`src/rtl/core/glob_pattern_matcher_assert.svh`:
```
// assertion macros for the glob pattern matcher
`ifndef GLOB_PATTERN_MATCHER_ASSERT_SVH
`define GLOB_PATTERN_MATCHER_ASSERT_SVH

// property checked on every rising edge of clk, off during reset
`define GPM_ASSERT(lbl, prop, msg) \
  lbl: assert property (@(posedge clk) disable iff (rst) prop) else $error(msg);

// property checked on every rising edge of clk, also during reset
`define GPM_ASSERT_ALWAYS(lbl, prop, msg) \
  lbl: assert property (@(posedge clk) prop) else $error(msg);

`endif

```
`src/rtl/core/gpm_pkg.sv`:
```
package gpm_pkg;

  localparam int PATTERN_MAX_DEF = 32;
  localparam int PAT_BYTES       = 32;
  localparam int CFG_W           = 64;
  localparam int CFG_IDX_W       = 3;
  localparam int LEN_W           = 6;
  localparam int SET_W           = 256;

  // register indexes
  localparam logic [CFG_IDX_W-1:0] REG_CHARS_A = 3'd0;
  localparam logic [CFG_IDX_W-1:0] REG_CHARS_B = 3'd1;
  localparam logic [CFG_IDX_W-1:0] REG_CHARS_C = 3'd2;
  localparam logic [CFG_IDX_W-1:0] REG_CHARS_D = 3'd3;
  localparam logic [CFG_IDX_W-1:0] REG_LENGTH  = 3'd4;

  // pattern syntax bytes
  localparam logic [7:0] CH_BANG   = 8'h21;
  localparam logic [7:0] CH_STAR   = 8'h2A;
  localparam logic [7:0] CH_QUEST  = 8'h3F;
  localparam logic [7:0] CH_LBRACK = 8'h5B;
  localparam logic [7:0] CH_RBRACK = 8'h5D;
  localparam logic [7:0] CH_DASH   = 8'h2D;
  localparam logic [7:0] CH_BSLASH = 8'h5C;
  localparam logic [8:0] PREV_NONE = 9'd256;

  typedef enum logic [1:0] {
    EL_LIT,
    EL_ANY,
    EL_STAR,
    EL_CLASS
  } elem_kind_t;

  typedef struct packed {
    elem_kind_t       kind;
    logic [7:0]       lit;
    logic [SET_W-1:0] set;
  } gpm_elem_t;

  typedef enum logic [2:0] {
    C_START,
    C_TOP,
    C_ESC,
    C_CLS_FIRST,
    C_CLS,
    C_DASH,
    C_LOAD,
    C_DONE
  } comp_state_t;

  // compiler status toward the matcher
  typedef struct packed {
    logic busy;
    logic load;
    logic bad;
  } gpm_comp_stat_t;

endpackage

```
`src/rtl/core/gpm_compiler.sv`:
```
module gpm_compiler #(
  parameter int PATTERN_MAX = gpm_pkg::PATTERN_MAX_DEF,
  parameter int NW = $clog2(PATTERN_MAX + 1)
) (
  input  logic                          clk,
  input  logic                          rst,
  input  logic                          start,
  input  logic [gpm_pkg::PAT_BYTES*8-1:0] pat,
  input  logic [gpm_pkg::LEN_W-1:0]     len,
  output logic                          el_we,
  output logic [NW-1:0]                 el_idx,
  output gpm_pkg::gpm_elem_t            el_data,
  output logic [NW-1:0]                 el_count,
  output gpm_pkg::gpm_comp_stat_t       stat
);
  import gpm_pkg::*;

  localparam int PW = $clog2(PAT_BYTES + 1);
  localparam int LW = (LEN_W > NW ? LEN_W : NW) + 1;
  localparam logic [LW-1:0] PMAX_L = LW'(PATTERN_MAX);
  localparam logic [LW-1:0] PBYTES_L = LW'(PAT_BYTES);

  comp_state_t state, state_next;
  logic [PW-1:0]    p, p_next;
  logic [NW-1:0]    n, n_next;
  logic [NW-1:0]    count_next;
  logic [SET_W-1:0] set_acc, set_acc_next;
  logic [8:0]       prev, prev_next;
  logic             inv, inv_next;
  logic             bad, bad_next;
  logic [LW-1:0]    len_eff;
  logic [7:0]       cur;
  logic             at_end;
  logic [SET_W-1:0] range_mask;

  // usable length: limited by the element count and the stored bytes
  always_comb begin
    len_eff = LW'(len);
    if (len_eff > PMAX_L) begin
      len_eff = PMAX_L;
    end
    if (len_eff > PBYTES_L) begin
      len_eff = PBYTES_L;
    end
  end

  // current pattern byte and end of pattern
  assign cur    = pat[p[PW-2:0]*8 +: 8];
  assign at_end = (LW'(p) >= len_eff) || (cur == 8'd0);

  // bytes from prev up to the current byte
  always_comb begin
    for (int k = 0; k < SET_W; k++) begin
      range_mask[k] = (9'(k) >= prev) && (9'(k) <= {1'b0, cur});
    end
  end

  always_ff @(posedge clk) begin
    if (rst) begin
      state    <= C_START;
      el_count <= '0;
    end else begin
      state    <= state_next;
      el_count <= count_next;
    end
  end

  always_ff @(posedge clk) begin
    p       <= p_next;
    n       <= n_next;
    set_acc <= set_acc_next;
    prev    <= prev_next;
    inv     <= inv_next;
    bad     <= bad_next;
  end

  // parse one pattern byte per cycle, except in the start, class-open, load and done states
  always_comb begin
    state_next   = state;
    p_next       = p;
    n_next       = n;
    count_next   = el_count;
    set_acc_next = set_acc;
    prev_next    = prev;
    inv_next     = inv;
    bad_next     = bad;
    el_we        = 1'b0;
    el_idx       = n;
    el_data.kind = EL_LIT;
    el_data.lit  = cur;
    el_data.set  = inv ? ~set_acc : set_acc;
    stat.busy    = 1'b1;
    stat.load    = 1'b0;
    case (state)
      C_START: begin
        p_next     = '0;
        n_next     = '0;
        bad_next   = 1'b0;
        state_next = C_TOP;
      end
      C_TOP: begin
        if (at_end || (n == NW'(PATTERN_MAX))) begin
          count_next = n;
          state_next = C_LOAD;
        end else begin
          p_next = p + 1'b1;
          case (cur)
            CH_BSLASH: state_next = C_ESC;
            CH_QUEST: begin
              el_we        = 1'b1;
              el_data.kind = EL_ANY;
              n_next       = n + 1'b1;
            end
            CH_STAR: begin
              el_we        = 1'b1;
              el_data.kind = EL_STAR;
              n_next       = n + 1'b1;
            end
            CH_LBRACK: begin
              set_acc_next = '0;
              prev_next    = PREV_NONE;
              state_next   = C_CLS_FIRST;
            end
            default: begin
              el_we  = 1'b1;
              n_next = n + 1'b1;
            end
          endcase
        end
      end
      C_ESC: begin
        if (at_end) begin
          bad_next   = 1'b1;
          count_next = n;
          state_next = C_LOAD;
        end else begin
          el_we      = 1'b1;
          n_next     = n + 1'b1;
          p_next     = p + 1'b1;
          state_next = C_TOP;
        end
      end
      C_CLS_FIRST: begin
        inv_next = !at_end && (cur == CH_BANG);
        if (!at_end && (cur == CH_BANG)) begin
          p_next = p + 1'b1;
        end
        state_next = C_CLS;
      end
      C_CLS: begin
        if (at_end) begin
          bad_next   = 1'b1;
          count_next = n;
          state_next = C_LOAD;
        end else begin
          p_next = p + 1'b1;
          case (cur)
            CH_RBRACK: begin
              el_we        = 1'b1;
              el_data.kind = EL_CLASS;
              n_next       = n + 1'b1;
              state_next   = C_TOP;
            end
            CH_DASH: state_next = C_DASH;
            default: begin
              set_acc_next      = set_acc;
              set_acc_next[cur] = 1'b1;
              prev_next         = {1'b0, cur};
            end
          endcase
        end
      end
      C_DASH: begin
        if (at_end) begin
          bad_next   = 1'b1;
          count_next = n;
          state_next = C_LOAD;
        end else begin
          set_acc_next = set_acc | range_mask;
          prev_next    = {1'b0, cur};
          p_next       = p + 1'b1;
          state_next   = C_CLS;
        end
      end
      C_LOAD: begin
        stat.load  = 1'b1;
        state_next = C_DONE;
      end
      C_DONE: stat.busy = 1'b0;
      default: state_next = C_START;
    endcase
    if (start) begin
      state_next = C_START;
    end
  end

  assign stat.bad = bad;
endmodule

```
`config.mk`:
```
export PLATFORM = sky130hd
export DESIGN_NAME = gpm_compiler
export DESIGN_NICKNAME = d
export VERILOG_FILES = /design/src/rtl/core/glob_pattern_matcher_assert.svh /design/src/rtl/core/gpm_pkg.sv /design/src/rtl/core/gpm_compiler.sv
export SDC_FILE = /design/constraint.sdc
export NUM_CORES = 1
export LEC_CHECK = 0
export CAP_MARGIN = 10
export CORE_ASPECT_RATIO = 1.1
export CORE_UTILIZATION = 35
export CTS_CLUSTER_SIZE = 20
export DETAILED_ROUTE_END_ITERATION = 6
export DONT_BUFFER_PORTS = 1
export SYNTH_ARGS = -nofsm -noshare
export SYNTH_HDL_FRONTEND = slang
export SYNTH_SLANG_ARGS = --single-unit
```
`constraint.sdc`:
```
create_clock -name clk -period 54.7 [get_ports clk]
set_input_delay 5.47 -clock clk [delete_from_list [all_inputs] [get_ports clk]]
set_output_delay 5.47 -clock clk [all_outputs]
set_load 0.05 [all_outputs]
```
==> results.txt, run 1 <==
----------------------------------------------------
[Global routing]
  Overflow left after global routing ... 0
  Global router's overall resource usage ... 39.7%
  Vias in the first global route ... 23600
  Global-route wire length before repair ... 191000 µm
  Largest net degree at the start of global routing ... 189
  Initial antenna violation count ... 33

[Synth]
  Synth Flop Type ... edfxtp_1
  Syn_area_per_cell ... 8.69 µm²
  Sequential cell area fraction in the yosys report ... 36.5%
  Post-synth cell types ... 97
  Number of flip-flops and latches in the synthesized netlist ... 288
  Number of standard cells after synthesis ... 2698
  Post-Syn Nets ... 2972
  FFs w/ async S/R, synth ... 0%
  Netlist Area Pre-Place ... 0.0234 mm²
  Total number of yosys warnings ... 0
  Post-synth EDFFs ... 279

[Setup path]
  Cell class contributing the biggest share of worst-path delay ... simple AND/OR/NAND/NOR gates
  Setup crit start ... pat[58]
  Worst reg-to-reg path cell count ... 15
  Reg2Reg Setup Slack ... 47540 ps
  Crit path largest cell delay ... 810 ps
  Slowest cell on crit path ... nand2_1
  Class of the most critical setup path ... in -> out
  Crit path DAT ... 9950 ps
  Destination of the worst register-to-register timing path ... set_acc[215]
  Required time of the critical path ... 49230 ps
  Cell Chain, Critical Path ... mux4_2 > a22o_1 > a2111o_1 > nand2_1 > buf_4 > inv_1 > nand2_1 > buf_4 > o21ai_0 > a21boi_1 > a21oi_1 > nor2_1
  Launching element type of the critical path ... primary input
  Type of element capturing the critical path ... primary output
  Bufs and invs on worst path ... 3
  Startpoint of the lowest-slack register-to-register path ... p[0]
  CP max FO ... 25

[Detailed routing]
  Total via count after detailed routing ... 25000
  Drt pass-1 iters ... 6
  Avg Vias per Cell ... 7.04
  Wire length per cell ... 39.8 µm
  Number of DRC violations after detailed routing ... 0
  Initial detailed-routing violation count ... 4031
  Wire length after detailed routing ... 141000 µm
  Number of nets still failing antenna checks after routing ... 0

[Pwr]
  Leakage power of the design ... 8.95 nW
  Total power density per cell area ... 63.9 mW/mm²
  Total power ... 1.66 mW
  Worst supply voltage drop on vdd ... 0.0386 mV

[Clock tree]
  Resized cells post-CTS ... 0
  Latest clock arrival within the worst-skew pair ... 590 ps
  TritonCTS clock tree ... yes
  Clock input transition at the sequential cells of the worst setup and hold paths ... 50 ps
  Maximum root-to-sink buffer count ... 3
  Count of hold buffers inserted by post-cts repair ... 0
  Root buffer cell ... clkbuf_16
  H-Tree Depth ... 2
  TritonCTS sink count ... 288
  Buffers inserted by post-CTS timing repair ... 0
  Clock buffer count from CTS ... 36

[Die]
  Die X ... 249 µm
  Count of standard-cell rows ... 99
  Floorplan die height ... 273 µm
  Initial Util ... 35.4%
  Core outline area ... 0.0663 mm²
  I/O pin count ... 547
  Die Outline Area ... 0.0680 mm²

[Layout]
  Count of fill cells added during filler insertion ... 6732
  Fraction of final layout cells sized beyond drive strength 1 ... 13.0%
  Syn-to-layout area delta ... 10.7%
  Commonest non-fill, non-tap cells in the layout ... 358 x a21oi_1, 346 x nor2_1, 279 x edfxtp_1
  Total number of nets in the final design ... 2918
  Most frequent standard cell in the layout excluding fill and tap cells ... a21oi_1

[Status]
  Violated checks ... max-slew violations
  Status ... finished, violations left

[STA]
  Ratio of final minimum period to clock period ... 28.2%
  Final setup fails ... 0
  Maximum clock frequency ... 64.9 MHz
  Count of final max-slew check failures ... 67
  Final period demand of the worst path ... 15420 ps
  Fin Clk Skew ... 38.8 ps
  Worst-Margin Slew ... 1540 ps
  Setup repair after global routing missed its margin ... no
  Hold Violations, Final ... 0
  Worst rel slew slack ... -2.49%
  Summed negative setup slack over all endpoints ... 0 ps

[Placed design]
  Quantity of I/O buffers inserted on ports ... 0
  Post-DP HPWL ... 97800 µm
  Final GP Congestion ... 1.12

[Worst hold path]
  Hold path endpoint ... state[1]
  Worst hold start ... state[0]
  Instance count along the most critical hold path ... 2
  Worst hold path class ... reg -> reg

[Flow run]
  Number of maximum-capacitance violations ... 0

----------------------------------------------------
## how the worst max path moves through the flow
stage                     depth (start not counted)  slack, ps  endpoint
after global routing                             12      39260     el_we
after global placement                           12      39420     el_we
after detailed placement                         12      39380     el_we
after CTS                                        12      39370     el_we
final                                            12      39280     el_we
after floorplan                                  11      26680   prev[0]
## Yosys cell counts, drive strengths merged (47+ instances only)
| cell | n | area (µm²) |
|---|---|---|
| nand2 | 178 | 686 |
| buf | 108 | 663 |
| mux4 | 47 | 1070 |
| clkbuf | 151 | 567 |
| edfxtp | 279 | 8380 |
| a21oi | 360 | 1810 |
| a31oi | 50 | 313 |
| xor2 | 261 | 2290 |
| o22ai | 92 | 576 |
| nand3 | 54 | 275 |
| nor2 | 359 | 1370 |
| o21ai | 236 | 1180 |
## registers in the layout (all words and copies together) (netlist names)
name	flops
el_idx	6
bad	1
prev	9
state	3
el_count	6
inv	1
set_acc	256
p	6
## cell families (layout without fill, tap and decap cells)
group,Yosys count,after routing,synth area share [%]
flops,288,288,36.5
simple gates,767,767,15.4
xor+xnor,265,265,9.90
fa+ha+maj,9,9,0.480
mux,85,85,6.18
compound gates,992,992,25.7
other cells,0,18,0
buf+inv,292,265,5.79
## power by group
part / switching, mW / internal [mW]
Clock: 0.107 / 0.158
Sequential: 0.0193 / 0.253
Combinational: 0.912 / 0.209
Total: 1.04 / 0.619
## worst register-to-register path, stage by stage (launching register included)
cell and delay (ps):
edfxtp_1 330, buf_4 390, buf_4 840, mux4_2 620, a22oi_1 200, nand4_1 160
nand2_1 130, buf_4 340, inv_1 560, nand2_1 810, buf_4 360, nor4_2 110
o21ai_0 220, a31oi_1 150, a211oi_4 430, buf_12 490
## per-layer routing
layer  vias to the layer above  part of all wire (%)  GRT usage (%)
li1                      10000                     -              -
met1                     12300                    38           50.1
met2                      2104                    42           58.4
met3                       546                    13           13.0
met4                        32                   7.2           25.3
met5                         -                  0.16              0
## per-stage QoR
stage | setup slack (ps) | hold slack [ps] | area [µm²] | utilization (%) | std cells
after floorplan | 26680 | 546 | 23400 | - | 2698
after global placement | 39420 | 545 | 24700 | 37.2 | 3464
after detailed placement | 39380 | 569 | 24700 | 37.2 | 3464
after CTS | 39370 | 579 | 25900 | 39.1 | 3529
after global routing | 39260 | 613 | 25900 | 39.1 | 3537
final | 39280 | 580 | 26000 | 39.2 | 3547
## layout make-up
type / count / area, µm² / share of cell area, %
clock inverters: 22 / 304 / 1.17
flip-flops and latches: 288 / 8560 / 33.0
repair buffers: 167 / 1280 / 4.93
multi-input cells: 2118 / 13600 / 52.4
inverters: 33 / 134 / 0.516
well taps: 858 / 1070 / 4.14
clock buffers: 43 / 948 / 3.65
diodes: 18 / 45.0 / 0.174
Power figures use the tool's default switching activity.
==> run 2, diff against run 1 <==
Clock period 54.7 ns to 15.97 ns, I/O delays scaled along.
==> run 2 against run 1 <==
Effect of this change:
- cell area fell by 0.86%
- sequential share of layout area rose by 0.29 points
- power rose to 3.3 times the previous value
- clock power rose to 2.9 times the previous value
- final cell count fell by 0.17%
- non-clock buffer count did not move
- the run ends with design-rule violations left
==> results.txt, run 2 (synthesized netlist as in run 1, its figures left out) <==
----------------------------------------------------
[Status]
  Status ... finished, violations left (unchanged)
  Violated checks ... design-rule violations (was max-slew violations)

[Pwr]
  Leakage power of the design ... 8.83 nW (was 8.95 nW)
  Worst supply voltage drop on vdd ... 0.180 mV (was 0.0386 mV)
  Switching component of the power ... 3.53 mW (was 1.04 mW)
  Total power density per cell area ... 214 mW/mm² (was 63.9 mW/mm²)
  Internal power consumption ... 1.99 mW (was 0.619 mW)
  Combinational cell fraction of total power ... 69.0% (was 67.6%)
  Clock network power share ... 14.0% (was 16.0%)
  Sw Share ... 63.9% (was 62.6%)
  Power share of the sequential group ... 17.0% (was 16.4%)

[Setup path]
  Most frequent cell on the critical path ... buf_4
  Setup crit start ... p[0] (was pat[58])
  Crit path largest cell delay ... 780 ps (was 810 ps)
  Destination of the worst register-to-register timing path ... set_acc[241] (was set_acc[215])
  Capture point of the critical path ... el_we (unchanged)
  Crit path DAT ... 6300 ps (was 9950 ps)
  Type of element capturing the critical path ... primary output (unchanged)
  Cell Chain, Critical Path ... buf_4 > buf_4 > mux2i_1 > o22a_1 > nand4_1 > nand2_1 > buf_4 > inv_1 > nand2_1 > o21ai_0 > a21boi_1 > a21oi_1 > nor2_1 (was mux4_2 > a22o_1 > a2111o_1 > nand2_1 > buf_4 > inv_1 > nand2_1 > buf_4 > o21ai_0 > a21boi_1 > a21oi_1 > nor2_1)
  CP max FO ... 48 (was 25)
  Launching element type of the critical path ... register (was primary input)
  Required time of the critical path ... 14370 ps (was 49230 ps)
  Class of the most critical setup path ... reg -> out (was in -> out)
  Worst reg-to-reg path cell count ... 16 (was 15)
  Reg2Reg Setup Slack ... 8540 ps (was 47540 ps)
  Startpoint of the lowest-slack register-to-register path ... p[0] (unchanged)
  Slowest cell on crit path ... nor2_1 (was nand2_1)

[Layout]
  Commonest non-fill, non-tap cells in the layout ... 358 x a21oi_1, 346 x nor2_1, 279 x edfxtp_1 (unchanged)
  Largest regs ... set_acc: 256 flops, prev: 9 flops (unchanged)
  Sequential Area ... 0.00856 mm² (unchanged)
  Most frequent standard cell in the layout excluding fill and tap cells ... a21oi_1 (unchanged)
  Reg with most FFs ... set_acc (unchanged)
  Count of fill cells added during filler insertion ... 6851 (was 6732)
  Area of all placed cells without fillers ... 0.0257 mm² (was 0.0260 mm²)
  Syn-to-layout area delta ... 9.72% (was 10.7%)
  Largest register FFs ... 256 (unchanged)
  Multi-input gate area ... 0.0136 mm² (about the same)
  Fraction of final layout cells sized beyond drive strength 1 ... 12.9% (was 13.0%)
  Total number of nets in the final design ... 2917 (was 2918)

[Die]
  Count of standard-cell rows ... 99 (unchanged)
  I/O pin count ... 547 (unchanged)
  Floorplan die height ... 273 µm (unchanged)
  Initial Util ... 35.4% (unchanged)
  Die Outline Area ... 0.0680 mm² (unchanged)
  Die X ... 249 µm (unchanged)
  Core outline area ... 0.0663 mm² (unchanged)

[Global routing]
  Initial antenna violation count ... 26 (was 33)
  Global router's overall resource usage ... 40.3% (was 39.7%)
  Vias in the first global route ... 23600 (about the same)
  Overflow left after global routing ... 0 (unchanged)
  Largest net degree at the start of global routing ... 150 (was 189)
  Global-route wire length before repair ... 193000 µm (was 191000 µm)

[Detailed routing]
  Number of DRC violations after detailed routing ... 20 (was 0)
  Wire length per cell ... 40.2 µm (was 39.8 µm)
  Total via count after detailed routing ... 25000 (about the same)
  Wire length after detailed routing ... 142000 µm (was 141000 µm)
  Avg Vias per Cell ... 7.06 (was 7.04)
  Number of nets still failing antenna checks after routing ... 0 (unchanged)
  Initial detailed-routing violation count ... 3702 (was 4031)
  Drt pass-1 iters ... 7 (was 6)

[Clock tree]
  Clock buffer count from CTS ... 35 (was 36)
  Count of hold buffers inserted by post-cts repair ... 0 (unchanged)
  Clock input transition at the sequential cells of the worst setup and hold paths ... 60 ps (was 50 ps)
  H-Tree Depth ... 2 (unchanged)
  Resized cells post-CTS ... 0 (unchanged)
  Buffers inserted by post-CTS timing repair ... 0 (unchanged)
  Maximum root-to-sink buffer count ... 3 (unchanged)
  Latest clock arrival within the worst-skew pair ... 580 ps (was 590 ps)
  TritonCTS sink count ... 288 (unchanged)
  Root buffer cell ... clkbuf_16 (unchanged)
  TritonCTS clock tree ... yes (unchanged)

[STA]
  Setup repair after global routing missed its margin ... no (unchanged)
  Final setup fails ... 0 (unchanged)
  Fin Clk Skew ... 18.9 ps (was 38.8 ps)
  Summed negative setup slack over all endpoints ... 0 ps (unchanged)
  Count of final max-slew check failures ... 0 (was 67)
  Maximum clock frequency ... 127 MHz
  Hold Violations, Final ... 0 (unchanged)
  Worst-Margin Slew ... 1300 ps (was 1540 ps)
  Final period demand of the worst path ... 7900 ps
  Ratio of final minimum period to clock period ... 49.4%
  Worst rel slew slack ... 13.2% (was -2.49%)

[Placed design]
  Final GP Congestion ... 1.08 (was 1.12)
  Post-DP HPWL ... 99300 µm (was 97800 µm)
  Cell area reported after detailed placement ... 0.0246 mm² (was 0.0247 mm²)
  Quantity of I/O buffers inserted on ports ... 0 (unchanged)

[Flow run]
  Number of maximum-capacitance violations ... 0 (unchanged)

[Worst hold path]
  Worst hold start ... set_acc[158] (was state[0])
  Worst hold path class ... reg -> reg (unchanged)

----------------------------------------------------
==> run 2: cell count changes in the layout (fill, tap and decap cells not counted), sizes merged <==
cell / delta
bufinv: -7
clkbuf: +1
clkinv: +6
diode: -3
inv: -3
==> run 2: metal layers <==
metal | part of all wire, % | vias up | track usage (%)
met5 | 0.082 | - | 0
met4 | 6.3 | 18 | 22.6
met3 | 12 | 453 | 13.9
met2 | 42 | 2073 | 58.3
met1 | 40 | 12400 | 52.3
li1 | - | 10000 | -
==> run 2: worst min path at each step <==
stage	to	slack, ps	cells after the start
after floorplan	state[1]	550	2
after global placement	set_acc[250]	580	2
after detailed placement	set_acc[35]	590	2
after CTS	set_acc[35]	610	2
after global routing	set_acc[250]	620	2
final	set_acc[158]	610	2
==> run 2: cell type report <==
class                      instances  area share (%)
tap                              858            4.17
antenna                           15           0.146
clock inverter                    18           0.423
timing repair buffer             167            4.92
sequential                       288            33.3
clock buffer                      44            3.62
multi-input combinational       2118            52.9
inverter                          33           0.520
==> run 2: per-stage QoR <==
stage          cells  worst slack (ps)  hold WS (ps)  total power, mW  utilization (%)
3_5_place_dp    3464              8690           591             4.53             37.2
6_report        3541              8070           607             5.52             38.8
2_1_floorplan   2698              1070           546             3.02                -
5_1_grt         3530              7780           617             5.51             38.8
3_3_place_gp    3464              8830           582             4.52             37.2
4_1_cts         3526              8210           605             5.30             38.8
==> run 2: critical path: cells and delay by family, from the launching register on <==
kind	cells	cell delay [ps]
AND/OR/NAND/NOR	4	1780
multiplexers	1	620
buffers and inverters	4	2110
AO/OA/AOI/OAI	4	790
flip-flops	1	320
==> run 2: power by group through the flow <==
stage	Clock, mW	Sequential [mW]	Combinational (mW)
final	0.773	0.937	3.81
after global routing	0.796	0.940	3.77
after CTS	0.779	0.935	3.59
after detailed placement	0	0.951	3.58
after global placement	0	0.950	3.57
after floorplan	0	0.940	2.08
